[src/hw/rtl/solid_border_node_finder_macros.svh]
// Assertion helpers for the border node finder.
// Each macro expects signals named clk and rst in the calling scope.
`ifndef SOLID_BORDER_NODE_FINDER_MACROS_SVH
`define SOLID_BORDER_NODE_FINDER_MACROS_SVH

// Check that cons holds in the same cycle as ante.
`define SBNF_ASSERT_NOW(lbl, ante, cons, msg) \
  lbl: assert property (@(posedge clk) disable iff (rst) (ante) |-> (cons)) \
    else $error(msg);

// Check that cons holds in the cycle after ante.
`define SBNF_ASSERT_NEXT(lbl, ante, cons, msg) \
  lbl: assert property (@(posedge clk) disable iff (rst) (ante) |=> (cons)) \
    else $error(msg);

`endif

[src/hw/rtl/sbnf_pkg.sv]
`timescale 1ns / 1ps
`default_nettype none

package sbnf_pkg;

  localparam int MAX_WIDTH  = 1024;
  localparam int MAX_HEIGHT = 1024;

  localparam int COORD_W   = 10;
  localparam int DIM_W     = 11;
  localparam int ADDR_W    = $clog2(MAX_WIDTH);
  localparam int CFG_IDX_W = 2;
  localparam int NCAND     = 4;
  localparam int SLOT_W    = $clog2(NCAND);

  typedef logic [COORD_W-1:0] coord_t;
  typedef logic [ADDR_W-1:0]  addr_t;

  typedef enum logic [CFG_IDX_W-1:0] {
    REG_GRID_WIDTH  = 2'd0,
    REG_GRID_HEIGHT = 2'd1
  } cfg_reg_t;

  // One result candidate decided by an accepted item.
  typedef struct packed {
    logic   valid;
    coord_t x;
    coord_t y;
  } cand_t;

  // Result queue status seen by the front end.
  typedef struct packed {
    logic can_accept;
  } rq_status_t;

endpackage

`default_nettype wire

[src/hw/rtl/sbnf_line_buf.sv]
`timescale 1ns / 1ps
`default_nettype none

// Two mask rows per column: bit 1 is the row two back, bit 0 the row one back.
module sbnf_line_buf (
  input  logic           clk,
  input  logic           wr_en,
  input  sbnf_pkg::addr_t wr_addr,
  input  logic [1:0]     wr_data,
  input  sbnf_pkg::addr_t rd_addr,
  output logic [1:0]     rd_data
);

  logic [1:0] mem [sbnf_pkg::MAX_WIDTH];

  always_ff @(posedge clk) begin
    if (wr_en) begin
      mem[wr_addr] <= wr_data;
    end
  end

  always_ff @(posedge clk) begin
    rd_data <= mem[rd_addr];
  end

endmodule

`default_nettype wire

[src/hw/rtl/sbnf_result_queue.sv]
`timescale 1ns / 1ps
`default_nettype none

// Hold the candidates of one item and drain them, lowest slot first,
// through a single output register.
module sbnf_result_queue (
  input  logic                                     clk,
  input  logic                                     rst,
  input  logic                                     push,
  input  sbnf_pkg::cand_t [sbnf_pkg::NCAND-1:0]    cands,
  output logic                                     result_valid,
  input  logic                                     result_stall,
  output sbnf_pkg::coord_t                         node_x,
  output sbnf_pkg::coord_t                         node_y,
  output logic                                     last,
  output sbnf_pkg::rq_status_t                     status
);

  sbnf_pkg::cand_t [sbnf_pkg::NCAND-1:0] slot;
  logic [sbnf_pkg::NCAND-1:0]            pv;
  logic [sbnf_pkg::NCAND-1:0]            sel;
  logic [sbnf_pkg::NCAND-1:0]            rest;
  logic [sbnf_pkg::NCAND-1:0]            push_mask;
  logic [sbnf_pkg::SLOT_W-1:0]           idx;
  logic                                  o_free;
  logic                                  move;

  always_comb begin
    idx = '0;
    for (int i = sbnf_pkg::NCAND - 1; i >= 0; i--) begin
      if (pv[i]) begin
        idx = sbnf_pkg::SLOT_W'(i);
      end
    end
    for (int i = 0; i < sbnf_pkg::NCAND; i++) begin
      push_mask[i] = cands[i].valid;
    end
  end

  assign sel    = pv & (~pv + sbnf_pkg::NCAND'(1));
  assign o_free = !result_valid || !result_stall;
  assign move   = o_free && (pv != '0);
  assign rest   = move ? (pv & ~sel) : pv;

  assign status.can_accept = (rest == '0);

  always_ff @(posedge clk) begin
    if (rst) begin
      pv           <= '0;
      result_valid <= 1'b0;
    end else begin
      pv <= push ? push_mask : rest;
      if (move) begin
        result_valid <= 1'b1;
      end else if (o_free) begin
        result_valid <= 1'b0;
      end
    end
  end

  always_ff @(posedge clk) begin
    if (push) begin
      slot <= cands;
    end
    if (move) begin
      node_x <= slot[idx].x;
      node_y <= slot[idx].y;
      last   <= (rest == '0);
    end
  end

endmodule

`default_nettype wire

[src/hw/rtl/solid_border_node_finder.sv]
`timescale 1ns / 1ps
`default_nettype none

// Solid border node finder.
// The item channel (item_valid, item_stall, solid) takes one mask bit per
// node in raster order, x fastest. A solid node with at least one fluid
// node among its 8 neighbors is reported on the result channel
// (result_valid, result_stall, node_x, node_y, last); nodes off the grid
// count as solid, and the west and east columns report only at corners.
// last marks the final result caused by one item.
// Throughput: one item per cycle while item_stall is low; the two mask rows
// above live in a one-port-read, one-port-write line buffer read at the
// next position, so no bubble is needed. The single output register sends
// one result per cycle while result_stall is low, so an item with several
// results holds the item channel while they drain (up to three at the end
// of the last row, two per item along it); each passes the queue slots first.
// Reset: grid 16 x 16, position (0, 0), no results pending; the line buffer
// needs no clearing since rows are always rewritten before they are read.
// A width or height write (cfg_valid, cfg_ready always high) restarts the
// grid at (0, 0); write only while idle. A stalled receiver holds the
// result and, once the pending results cannot drain, raises item_stall.
module solid_border_node_finder (
  input  logic                              clk,
  input  logic                              rst,
  input  logic                              item_valid,
  output logic                              item_stall,
  input  logic                              solid,
  output logic                              result_valid,
  input  logic                              result_stall,
  output sbnf_pkg::coord_t                  node_x,
  output sbnf_pkg::coord_t                  node_y,
  output logic                              last,
  input  logic                              cfg_valid,
  output logic                              cfg_ready,
  input  logic [sbnf_pkg::CFG_IDX_W-1:0]    cfg_index,
  input  logic [sbnf_pkg::DIM_W-1:0]        cfg_data
);

  // Clamp a dimension to [3, maxv] and return it minus one.
  function automatic sbnf_pkg::coord_t clamp_m1(input logic [sbnf_pkg::DIM_W-1:0] v,
                                                 input logic [sbnf_pkg::DIM_W-1:0] maxv);
    logic [sbnf_pkg::DIM_W-1:0] t;
    if (v < sbnf_pkg::DIM_W'(3)) begin
      t = sbnf_pkg::DIM_W'(2);
    end else if (v > maxv) begin
      t = maxv - sbnf_pkg::DIM_W'(1);
    end else begin
      t = v - sbnf_pkg::DIM_W'(1);
    end
    return t[sbnf_pkg::COORD_W-1:0];
  endfunction

  // Center solid and some node in the window fluid.
  function automatic logic is_border(input logic [8:0] w);
    return w[4] && (w != 9'h1FF);
  endfunction

  // Shift every column up by one row and put a solid row below.
  function automatic logic [8:0] bottom_view(input logic [8:0] w);
    logic [8:0] r;
    for (int c = 0; c < 3; c++) begin
      r[3*c]     = w[3*c+1];
      r[3*c + 1] = w[3*c+2];
      r[3*c + 2] = 1'b1;
    end
    return r;
  endfunction

  sbnf_pkg::coord_t wm1;
  sbnf_pkg::coord_t hm1;
  sbnf_pkg::coord_t col;
  sbnf_pkg::coord_t row;
  sbnf_pkg::coord_t col_next;
  sbnf_pkg::coord_t row_next;
  logic [8:0]       win;
  logic [8:0]       base;
  logic [8:0]       nw;
  logic [8:0]       edge_win;
  logic [1:0]       line_rd;
  logic             top_bit;
  logic             mid_bit;
  logic             at_end;
  logic             acc;
  logic             cfg_we;
  logic             cfg_hit;

  sbnf_pkg::cand_t [sbnf_pkg::NCAND-1:0] cands;
  sbnf_pkg::rq_status_t                  q_status;

  assign cfg_ready = 1'b1;
  assign cfg_we    = cfg_valid && cfg_ready;
  assign cfg_hit   = cfg_we &&
                     ((cfg_index == sbnf_pkg::REG_GRID_WIDTH) ||
                      (cfg_index == sbnf_pkg::REG_GRID_HEIGHT));

  assign item_stall = !q_status.can_accept;
  assign acc        = item_valid && !item_stall;

  // Grid size, stored clamped and minus one.
  always_ff @(posedge clk) begin
    if (rst) begin
      wm1 <= sbnf_pkg::COORD_W'(15);
      hm1 <= sbnf_pkg::COORD_W'(15);
    end else if (cfg_we) begin
      unique case (sbnf_pkg::cfg_reg_t'(cfg_index))
        sbnf_pkg::REG_GRID_WIDTH: begin
          wm1 <= clamp_m1(cfg_data, sbnf_pkg::DIM_W'(sbnf_pkg::MAX_WIDTH));
        end
        sbnf_pkg::REG_GRID_HEIGHT: begin
          hm1 <= clamp_m1(cfg_data, sbnf_pkg::DIM_W'(sbnf_pkg::MAX_HEIGHT));
        end
        default: begin
        end
      endcase
    end
  end

  assign at_end = (col == wm1);

  // Position of the next item; also the line buffer read address, so the
  // two rows above are ready when that item arrives.
  always_comb begin
    col_next = col;
    row_next = row;
    if (rst || cfg_hit) begin
      col_next = '0;
      row_next = '0;
    end else if (acc) begin
      if (at_end) begin
        col_next = '0;
        row_next = (row == hm1) ? '0 : row + sbnf_pkg::COORD_W'(1);
      end else begin
        col_next = col + sbnf_pkg::COORD_W'(1);
      end
    end
  end

  always_ff @(posedge clk) begin
    if (rst) begin
      col <= '0;
      row <= '0;
    end else begin
      col <= col_next;
      row <= row_next;
    end
  end

  // Shift the row one back into the row-two-back slot, store the new bit.
  sbnf_line_buf u_line_buf (
    .clk     (clk),
    .wr_en   (acc),
    .wr_addr (col),
    .wr_data ({line_rd[0], solid}),
    .rd_addr (col_next),
    .rd_data (line_rd)
  );

  // Rows above the grid read as solid.
  assign top_bit  = (row > sbnf_pkg::COORD_W'(1)) ? line_rd[1] : 1'b1;
  assign mid_bit  = (row != '0) ? line_rd[0] : 1'b1;
  // Start every row with a solid column to the west.
  assign base     = (col == '0) ? 9'h1FF : win;
  assign nw       = {solid, mid_bit, top_bit, base[8:3]};
  assign edge_win = {3'b111, nw[8:3]};

  always_ff @(posedge clk) begin
    if (rst || cfg_hit) begin
      win <= 9'h1FF;
    end else if (acc) begin
      win <= nw;
    end
  end

  // Candidates in raster order within the item: the node west of the
  // incoming column one row up, the east edge node one row up, then the
  // same two on the last row itself. Edge columns report only on the first
  // and last rows.
  always_comb begin
    cands[0].valid = (row != '0) && (col != '0) && is_border(nw) &&
                     ((col != sbnf_pkg::COORD_W'(1)) || (row == sbnf_pkg::COORD_W'(1)));
    cands[0].x     = col - sbnf_pkg::COORD_W'(1);
    cands[0].y     = row - sbnf_pkg::COORD_W'(1);

    cands[1].valid = (row == sbnf_pkg::COORD_W'(1)) && at_end && is_border(edge_win);
    cands[1].x     = col;
    cands[1].y     = row - sbnf_pkg::COORD_W'(1);

    cands[2].valid = (row == hm1) && (col != '0) && is_border(bottom_view(nw));
    cands[2].x     = col - sbnf_pkg::COORD_W'(1);
    cands[2].y     = row;

    cands[3].valid = (row == hm1) && at_end && is_border(bottom_view(edge_win));
    cands[3].x     = col;
    cands[3].y     = row;
  end

  sbnf_result_queue u_result_queue (
    .clk          (clk),
    .rst          (rst),
    .push         (acc),
    .cands        (cands),
    .result_valid (result_valid),
    .result_stall (result_stall),
    .node_x       (node_x),
    .node_y       (node_y),
    .last         (last),
    .status       (q_status)
  );

`include "solid_border_node_finder_macros.svh"

  `SBNF_ASSERT_NOW(a_pos_in_grid, 1'b1, (col <= wm1) && (row <= hm1), "position beyond grid")
  `SBNF_ASSERT_NEXT(a_col_step, acc && !cfg_hit && !at_end, col == $past(col) + 10'd1, "col stuck")
  `SBNF_ASSERT_NEXT(a_row_wrap, acc && !cfg_hit && at_end, col == '0, "column did not wrap at row end")

endmodule

`default_nettype wire
[config.mk]
export PLATFORM = sky130hd
export DESIGN_NAME = solid_border_node_finder
export DESIGN_NICKNAME = d
export VERILOG_FILES = /design/src/hw/rtl/sbnf_pkg.sv /design/src/hw/rtl/sbnf_line_buf.sv /design/src/hw/rtl/sbnf_result_queue.sv /design/src/hw/rtl/solid_border_node_finder.sv
export VERILOG_INCLUDE_DIRS = /design/src /design/src/hw/rtl
export SDC_FILE = /design/constraint.sdc
export NUM_CORES = 2
export LEC_CHECK = 0
export BUFFER_PORTS_ARGS = -buffer_cell sky130_fd_sc_hd__buf_2
export CAP_MARGIN = 20
export CORE_ASPECT_RATIO = 2
export CORE_MARGIN = 5
export CORE_UTILIZATION = 41
export CTS_CLUSTER_DIAMETER = 30
export DETAILED_ROUTE_END_ITERATION = 8
export HOLD_SLACK_MARGIN = 0.12
export PLACE_DENSITY_LB_ADDON = 0.25
export SLEW_MARGIN = 20
export SYNTH_ARGS = -nofsm -noshare
export SYNTH_HDL_FRONTEND = slang
export SYNTH_SLANG_ARGS = --single-unit
[constraint.sdc]
create_clock -name clk -period 17.95 [get_ports clk]
set_clock_uncertainty 0.1 [all_clocks]
set_input_delay 0 -clock clk [delete_from_list [all_inputs] [get_ports clk]]
set_output_delay 0 -clock clk [all_outputs]
set_load 0.03 [all_outputs]
Yosys cells after proc, flatten, opt, wreduce, memory -nomap -nowiden:

Memories as Yosys holds them, arrays and structs flattened. A register that Yosys moved wholly into a read port is not among the register bits.
Cells that the tools add are included.

* bits in registers: 119
* bits in latches: 0
* memory bits (writable): 2048
* bits in read-only memories: 0
* output and inout port bits: 24
* word-level logic and storage cells: 97
* memories: 1

* add/subtract/negate cells: 6
* $mul: 0
* divide/modulo/power cells: 0
* $lt $le $gt $ge: 4
* eq/ne operators: 9
* shift-type cells: 0
* muxes and demuxes: 21
* bitwise logic cells: 4
* reductions and logical operators: 34

Memory list
* u_line_buf.mem: depth 1024, bits a word 2, read ports 1, clocked after Yosys merged registers in 1, wr ports 1, RTL line sbnf_line_buf.sv:14 `logic [1:0] mem [sbnf_pkg::MAX_WIDTH];`

Operator list (number)
* $mux W10: 6
* $bmux W21 S2: 1
* $sub A10 B1 Y10 const B: 3
* $add A10 B1 Y10 const B: 2
* $eq A10 B10 Y1: 2
* $mux W20: 1
* $reduce_bool A10 Y1: 2
* $logic_and A1 B1 Y1: 16
* $ne A6 B6 Y1 const B: 2
* $gt A11 B11 Y1 const B: 1
* $lt A11 B2 Y1 const B: 1
* $eq A10 B1 Y1 const B: 1
* $gt A10 B1 Y1 const B: 1
* $logic_not A10 Y1: 1
* $ne A10 B1 Y1 const B: 1
* $mux W9: 1
* $ne A9 B9 Y1 const B: 1
* $and A4 B4 Y4: 2
* $mux W2: 4
* $mux W4: 2
* $not A4 Y4: 2
* $mux W1: 6
* $reduce_and A2 Y1: 3
* $add A4 B1 Y4 const B: 1
* 10 further kinds: 15

Longest topological paths before layout:

* depth after elaboration: 10
* gate-level depth with buffers: 22

By module:

Synthesis repeated with hierarchy kept, for this count alone.

* cell total of the unflattened synthesis: 5391
* area total of the unflattened synthesis: 90898.4 um2

Modules (own cells, without submodules)
* sbnf_line_buf: instances 1, cells an instance 4793, area an instance 83757.8 um2
* sbnf_result_queue: instances 1, cells an instance 231, area an instance 4260.3 um2
* solid_border_node_finder: instances 1, cells an instance 367, area an instance 2880.3 um2

Worst setup path after synthesis:

Ideal clock, no wire load.

* path type: reg-to-reg
* start point: reg u_line_buf.rd_data[0], read port of u_line_buf.mem
* end point: mem u_line_buf.mem[0][1], data pin
* data arrival time: 12.742 ns
* required time: 15.036 ns
* setup slack: 2.293 ns
* cell stages (with the launch flop): 1
* buffers on the path: 0
* clock period less this slack: 15.657 ns
* cells stage by stage: dfxtp_1

RTL lines
* start, declared: RTL line sbnf_line_buf.sv:11 `output logic [1:0] rd_data`
* end, declared: RTL line sbnf_line_buf.sv:14

Straight into the memory's write port.

Final worst setup path:

* start point: reg col[0]
* end point: reg u_line_buf.rd_data[0], read port of u_line_buf.mem

* word-level cells in the longest chain between the ends: 4
* elaborated cells on any way between the ends: 5

RTL lines
* start, declared: RTL line solid_border_node_finder.sv:71 `sbnf_pkg::coord_t col;`
* start signal, assigned: RTL line solid_border_node_finder.sv:143 `col <= col_next;`
* $add A10 B1 Y10 / $eq A10 B10 Y1 (equally long branches): RTL line solid_border_node_finder.sv:133, solid_border_node_finder.sv:118
* $mux W10: RTL line solid_border_node_finder.sv:129 `if (at_end) begin`
* $mux W10 (*): RTL line solid_border_node_finder.sv:128 `end else if (acc) begin`
* $mux W10 (*): RTL line solid_border_node_finder.sv:125 `if (rst || cfg_hit) begin`

Mark *: on every way between the ends. The rest lies on a longest branch, timed or not.
A chain may end at the register's enable or synchronous reset.

==> summary.txt <==
Global routing
  – Remaining global-route overflow: 0
  – Initial antenna violation count: 10
  – Pin count of the biggest net entering global routing: 260
  – Overall routing resource usage: 0.259
  – First-pass GRT wire length: 441,000 µm
  – Number of global-route vias before repair: 64,249

Synthesis
  – Share of the synthesized area in the top cell type: 0.692
  – Sequential area share after synthesis: 0.704
  – Cell variety after synth: 91
  – Post-synth top area cell: edfxtp_1
  – Syn Inst Count: 7,464
  – Ys async rst share: 0
  – Post-synth EDFFs: approximately 2,100
  – Top FF cell, synth: edfxtp_1
  – Syn Area/Cell: approximately 12 µm²
  – Top post-synthesis cells by area: edfxtp_1 69%, nand2_1 5.4%, nor2_1 4.6%
  – Mapped Nets: 7,492
  – Cell area after synthesis: about 91,000 µm²
  – Synth warn: 0
  – Register bit count reported by yosys: 2,162

Timing
  – Worst Tran Pin Value: between 1000 and 1500 ps
  – Final Hold Fails: 0
  – Setup TNS: 0 ps
  – Worst slew margin: 0.104
  – RSZ-0062 raised after global routing: no
  – FMAX: 122 MHz
  – Final Slew Violations: 0
  – Fin crit period: 8220 ps
  – Period Utilization, post-route: 0.458
  – Setup violations, final: 0
  – Worst setup margin: 9730 ps

Final layout
  – Finished Layout Cells: 10,509
  – Area grow syn2layout: 12.4%
  – Layout Nets: 7,375
  – Fill cell count: 19,838
  – Commonest non-fill, non-tap cells in the layout: 2,109 x edfxtp_1, 1,304 x nand2_1, 1,103 x nor2_1
  – Most common cell after layout, fill and taps aside: edfxtp_1
  – Fraction of layout cells with a size suffix above 1: 0.100

Routing
  – Vias post-DR: 64,018
  – DR DRC count: 0
  – Drt wl/cell: 29.7 µm
  – Vias per Instance: 6.09
  – Pre-antenna DRT Iters: 9
  – Post-route ant nets: 0
  – Initial DRC Count: 7,277
  – WL final: 312,000 µm

Clocking
  – Worst-skew pair later-pin latency: 870 ps
  – Root Buffer: clkbuf_16
  – Post-CTS setup buffer count: 0
  – Clock Path Buffers: 4
  – H-tree depth: 4
  – CTS Buf Count: ~230
  – PostCTS Resize Cnt: 0
  – Sink Count: 2,162
  – CTS tree: yes
  – Hold-fix buffers, CTS: 61
  – Clk pin slew, worst setup/hold paths: about 70 ps

Floorplanning
  – # IOs: between 40 and 50
  – Die area: 233,000 µm²
  – Rows: 245
  – DIE WIDTH: 344 µm
  – Core Region: roughly 220,000 µm²
  – Die H: 678 µm
  – Initial Util: 0.412

Worst setup path
  – Crit-path most repeated cell: buf_4
  – R2r setup slk: around 10000 ps
  – Crit-path cells: buf_4 -> inv_1 -> buf_4 -> ha_1 -> inv_1 -> a211oi_4 -> a21oi_4 -> buf_4 -> buf_4 -> buf_12 -> buf_4 -> a21oi_1 -> a21oi_1 -> a22oi_1 -> nand3_1 -> nand3_1 -> a31oi_1 -> nand4_1 -> nand4_1
  – Reg2Reg Launch Point: col[0]
  – Setup Crit Path Kind: flip-flop to flip-flop
  – Worst Path Arrival: 8920 ps
  – CP Launch Type: flip-flop
  – Critical Path RT: 18,650 ps
  – Slowest CP cell: a31oi_1
  – FF-to-FF End: u_line_buf.rd_data[0]
  – Worst setup EP type: flip-flop
  – Worst path max stage delay: 1070 ps
  – Cells on worst reg2reg path: 19
  – Crit path max fanout: between 100 and 150
  – Worst path bufs/invs: 8
  – CP delay by family, top: buffers and inverters

Min path
  – Hold Startpoint: result_stall
  – Hold worst-path end: u_result_queue.pv[0]
  – Worst hold stages: 5
  – Hold/Removal Path Class: input pin to flip-flop

Placement
  – IO Port Bufs: 41
  – Routability cong.: 0.885
  – Setup WS pre-CTS: 10,150 ps
  – DP Cell Count: about 10,000
  – Dpl hpwl: 176,000 µm

Power
  – Worst VDD drop: approximately 0.075 mV
  – Power Dens Cells: 110 nW/µm²
  – Leak Pwr: about 33 nW

Status
  – Status: completed

Run
  – Max-Cap Viols: 0
cells in the mapped netlist, types with 11 or more instances:
| master | count |
|---|---|
| a211oi_1 | 42 |
| a21boi_0 | 11 |
| a21o_1 | 16 |
| a21oi_1 | 547 |
| a221oi_1 | 114 |
| a222oi_1 | 23 |
| a22oi_1 | 81 |
| a311oi_1 | 38 |
| a31oi_1 | 65 |
| a32o_1 | 15 |
| a32oi_1 | 49 |
| and3_1 | 43 |
| buf_1 | 28 |
| buf_2 | 234 |
| buf_4 | 59 |
| buf_6 | 11 |
| clkbuf_1 | 303 |
| dfxtp_1 | 53 |
| edfxtp_1 | 2109 |
| inv_1 | 17 |
| mux2_2 | 35 |
| mux2i_1 | 156 |
| nand2_1 | 1314 |
| nand3_1 | 349 |
| nand4_1 | 41 |
| nor2_1 | 1114 |
| nor2b_1 | 14 |
| nor3_1 | 63 |
| nor4_1 | 19 |
| o211ai_1 | 33 |
| o21ai_0 | 124 |
| o221ai_1 | 42 |
| o22a_1 | 20 |
| o22ai_1 | 54 |
| or3_1 | 15 |
| xnor2_1 | 32 |
| xor2_1 | 18 |
metrics by stage:
stage	total power, mW	area [µm²]	hold slack (ps)	utilization
CTS	11.4	103000	182	0.463
finish	11.4	103000	241	0.463
global route	11.6	103000	316	0.463
floorplan	6.42	91500	-1.13	-
global placement	6.58	94400	287	0.425
detailed placement	6.59	94500	301	0.425
where the power goes:
| group | leakage, nW | internal [mW] | switching (mW) |
|---|---|---|---|
| Combinational | 9.53 | 0.197 | 0.622 |
| Clock | 3.69 | 2.71 | 2.14 |
| Sequential | 19.4 | 5.67 | 0.0148 |
| Total | 32.6 | 8.58 | 2.78 |
sequential cells by signal, indices dropped and copies added (netlist names), 2 cells and up:
signal,count
row,10
col,10
u_result_queue.node_x,10
wm1,10
u_result_queue.pv,4
u_result_queue.slot,40
u_line_buf.rd_data,2
hm1,10
u_result_queue.node_y,10
win,6
u_line_buf.mem,2048
routing by layer:
| metal | global-route usage | part of all wire | vias up |
|---|---|---|---|
| li1 | - | - | 27277 |
| met1 | 0.282 | 0.33 | 32284 |
| met2 | 0.451 | 0.50 | 3419 |
| met3 | 0.0437 | 0.080 | 1034 |
| met4 | 0.191 | 0.090 | 4 |
| met5 | 0 | 0.000058 | - |
logic make-up (layout without fill, tap and decap cells):
logic type,Yosys count,in the layout,synth area share
AOI/OAI and AO/OA,1372,1372,0.0994
adders and majority gates,11,11,0.00146
and+or+nand+nor,3017,3017,0.135
muxes,192,192,0.0215
xor gates and xnor gates,50,50,0.00479
buffers and inverters,659,734,0.0337
DFF,2162,2162,0.704
other,1,7,0.0000410
area by class of cell:
type | instances | area [µm²] | area share
well taps | 2964 | 3710 | 0.0361
clock inverters | 175 | 1770 | 0.0172
clock buffers | 252 | 5940 | 0.0578
diodes | 6 | 15.0 | 0.000146
flip-flops and latches | 2162 | 64400 | 0.626
multi-input cells | 4643 | 24500 | 0.239
inverters | 23 | 116 | 0.00113
repair buffers | 284 | 2340 | 0.0228
worst max-delay path by stage:
stage / start / endpoint / cells past startpoint
after floorplan: u_line_buf.rd_data[0] / u_line_buf.mem[0][1] / 0
after global placement: col[0] / u_line_buf.rd_data[1] / 16
after detailed placement: col[0] / u_line_buf.rd_data[0] / 19
after CTS: col[0] / u_line_buf.rd_data[0] / 19
after global routing: col[0] / u_line_buf.rd_data[0] / 19
final: col[0] / u_line_buf.rd_data[0] / 19
worst register-to-register path, cell delays in order (launching register included):
cell      delay [ps]
dfxtp_2          840
buf_4            570
inv_1            330
buf_4            340
ha_1             370
inv_1            160
a211oi_4          60
a21oi_4          160
buf_4            630
buf_4            630
buf_12           580
buf_4            970
a21oi_1          130
a21oi_1          200
a22oi_1          110
nand3_1          120
nand3_1          320
a31oi_1         1070
nand4_1          340
nand4_1          140
(Power assumes the default switching activity.)
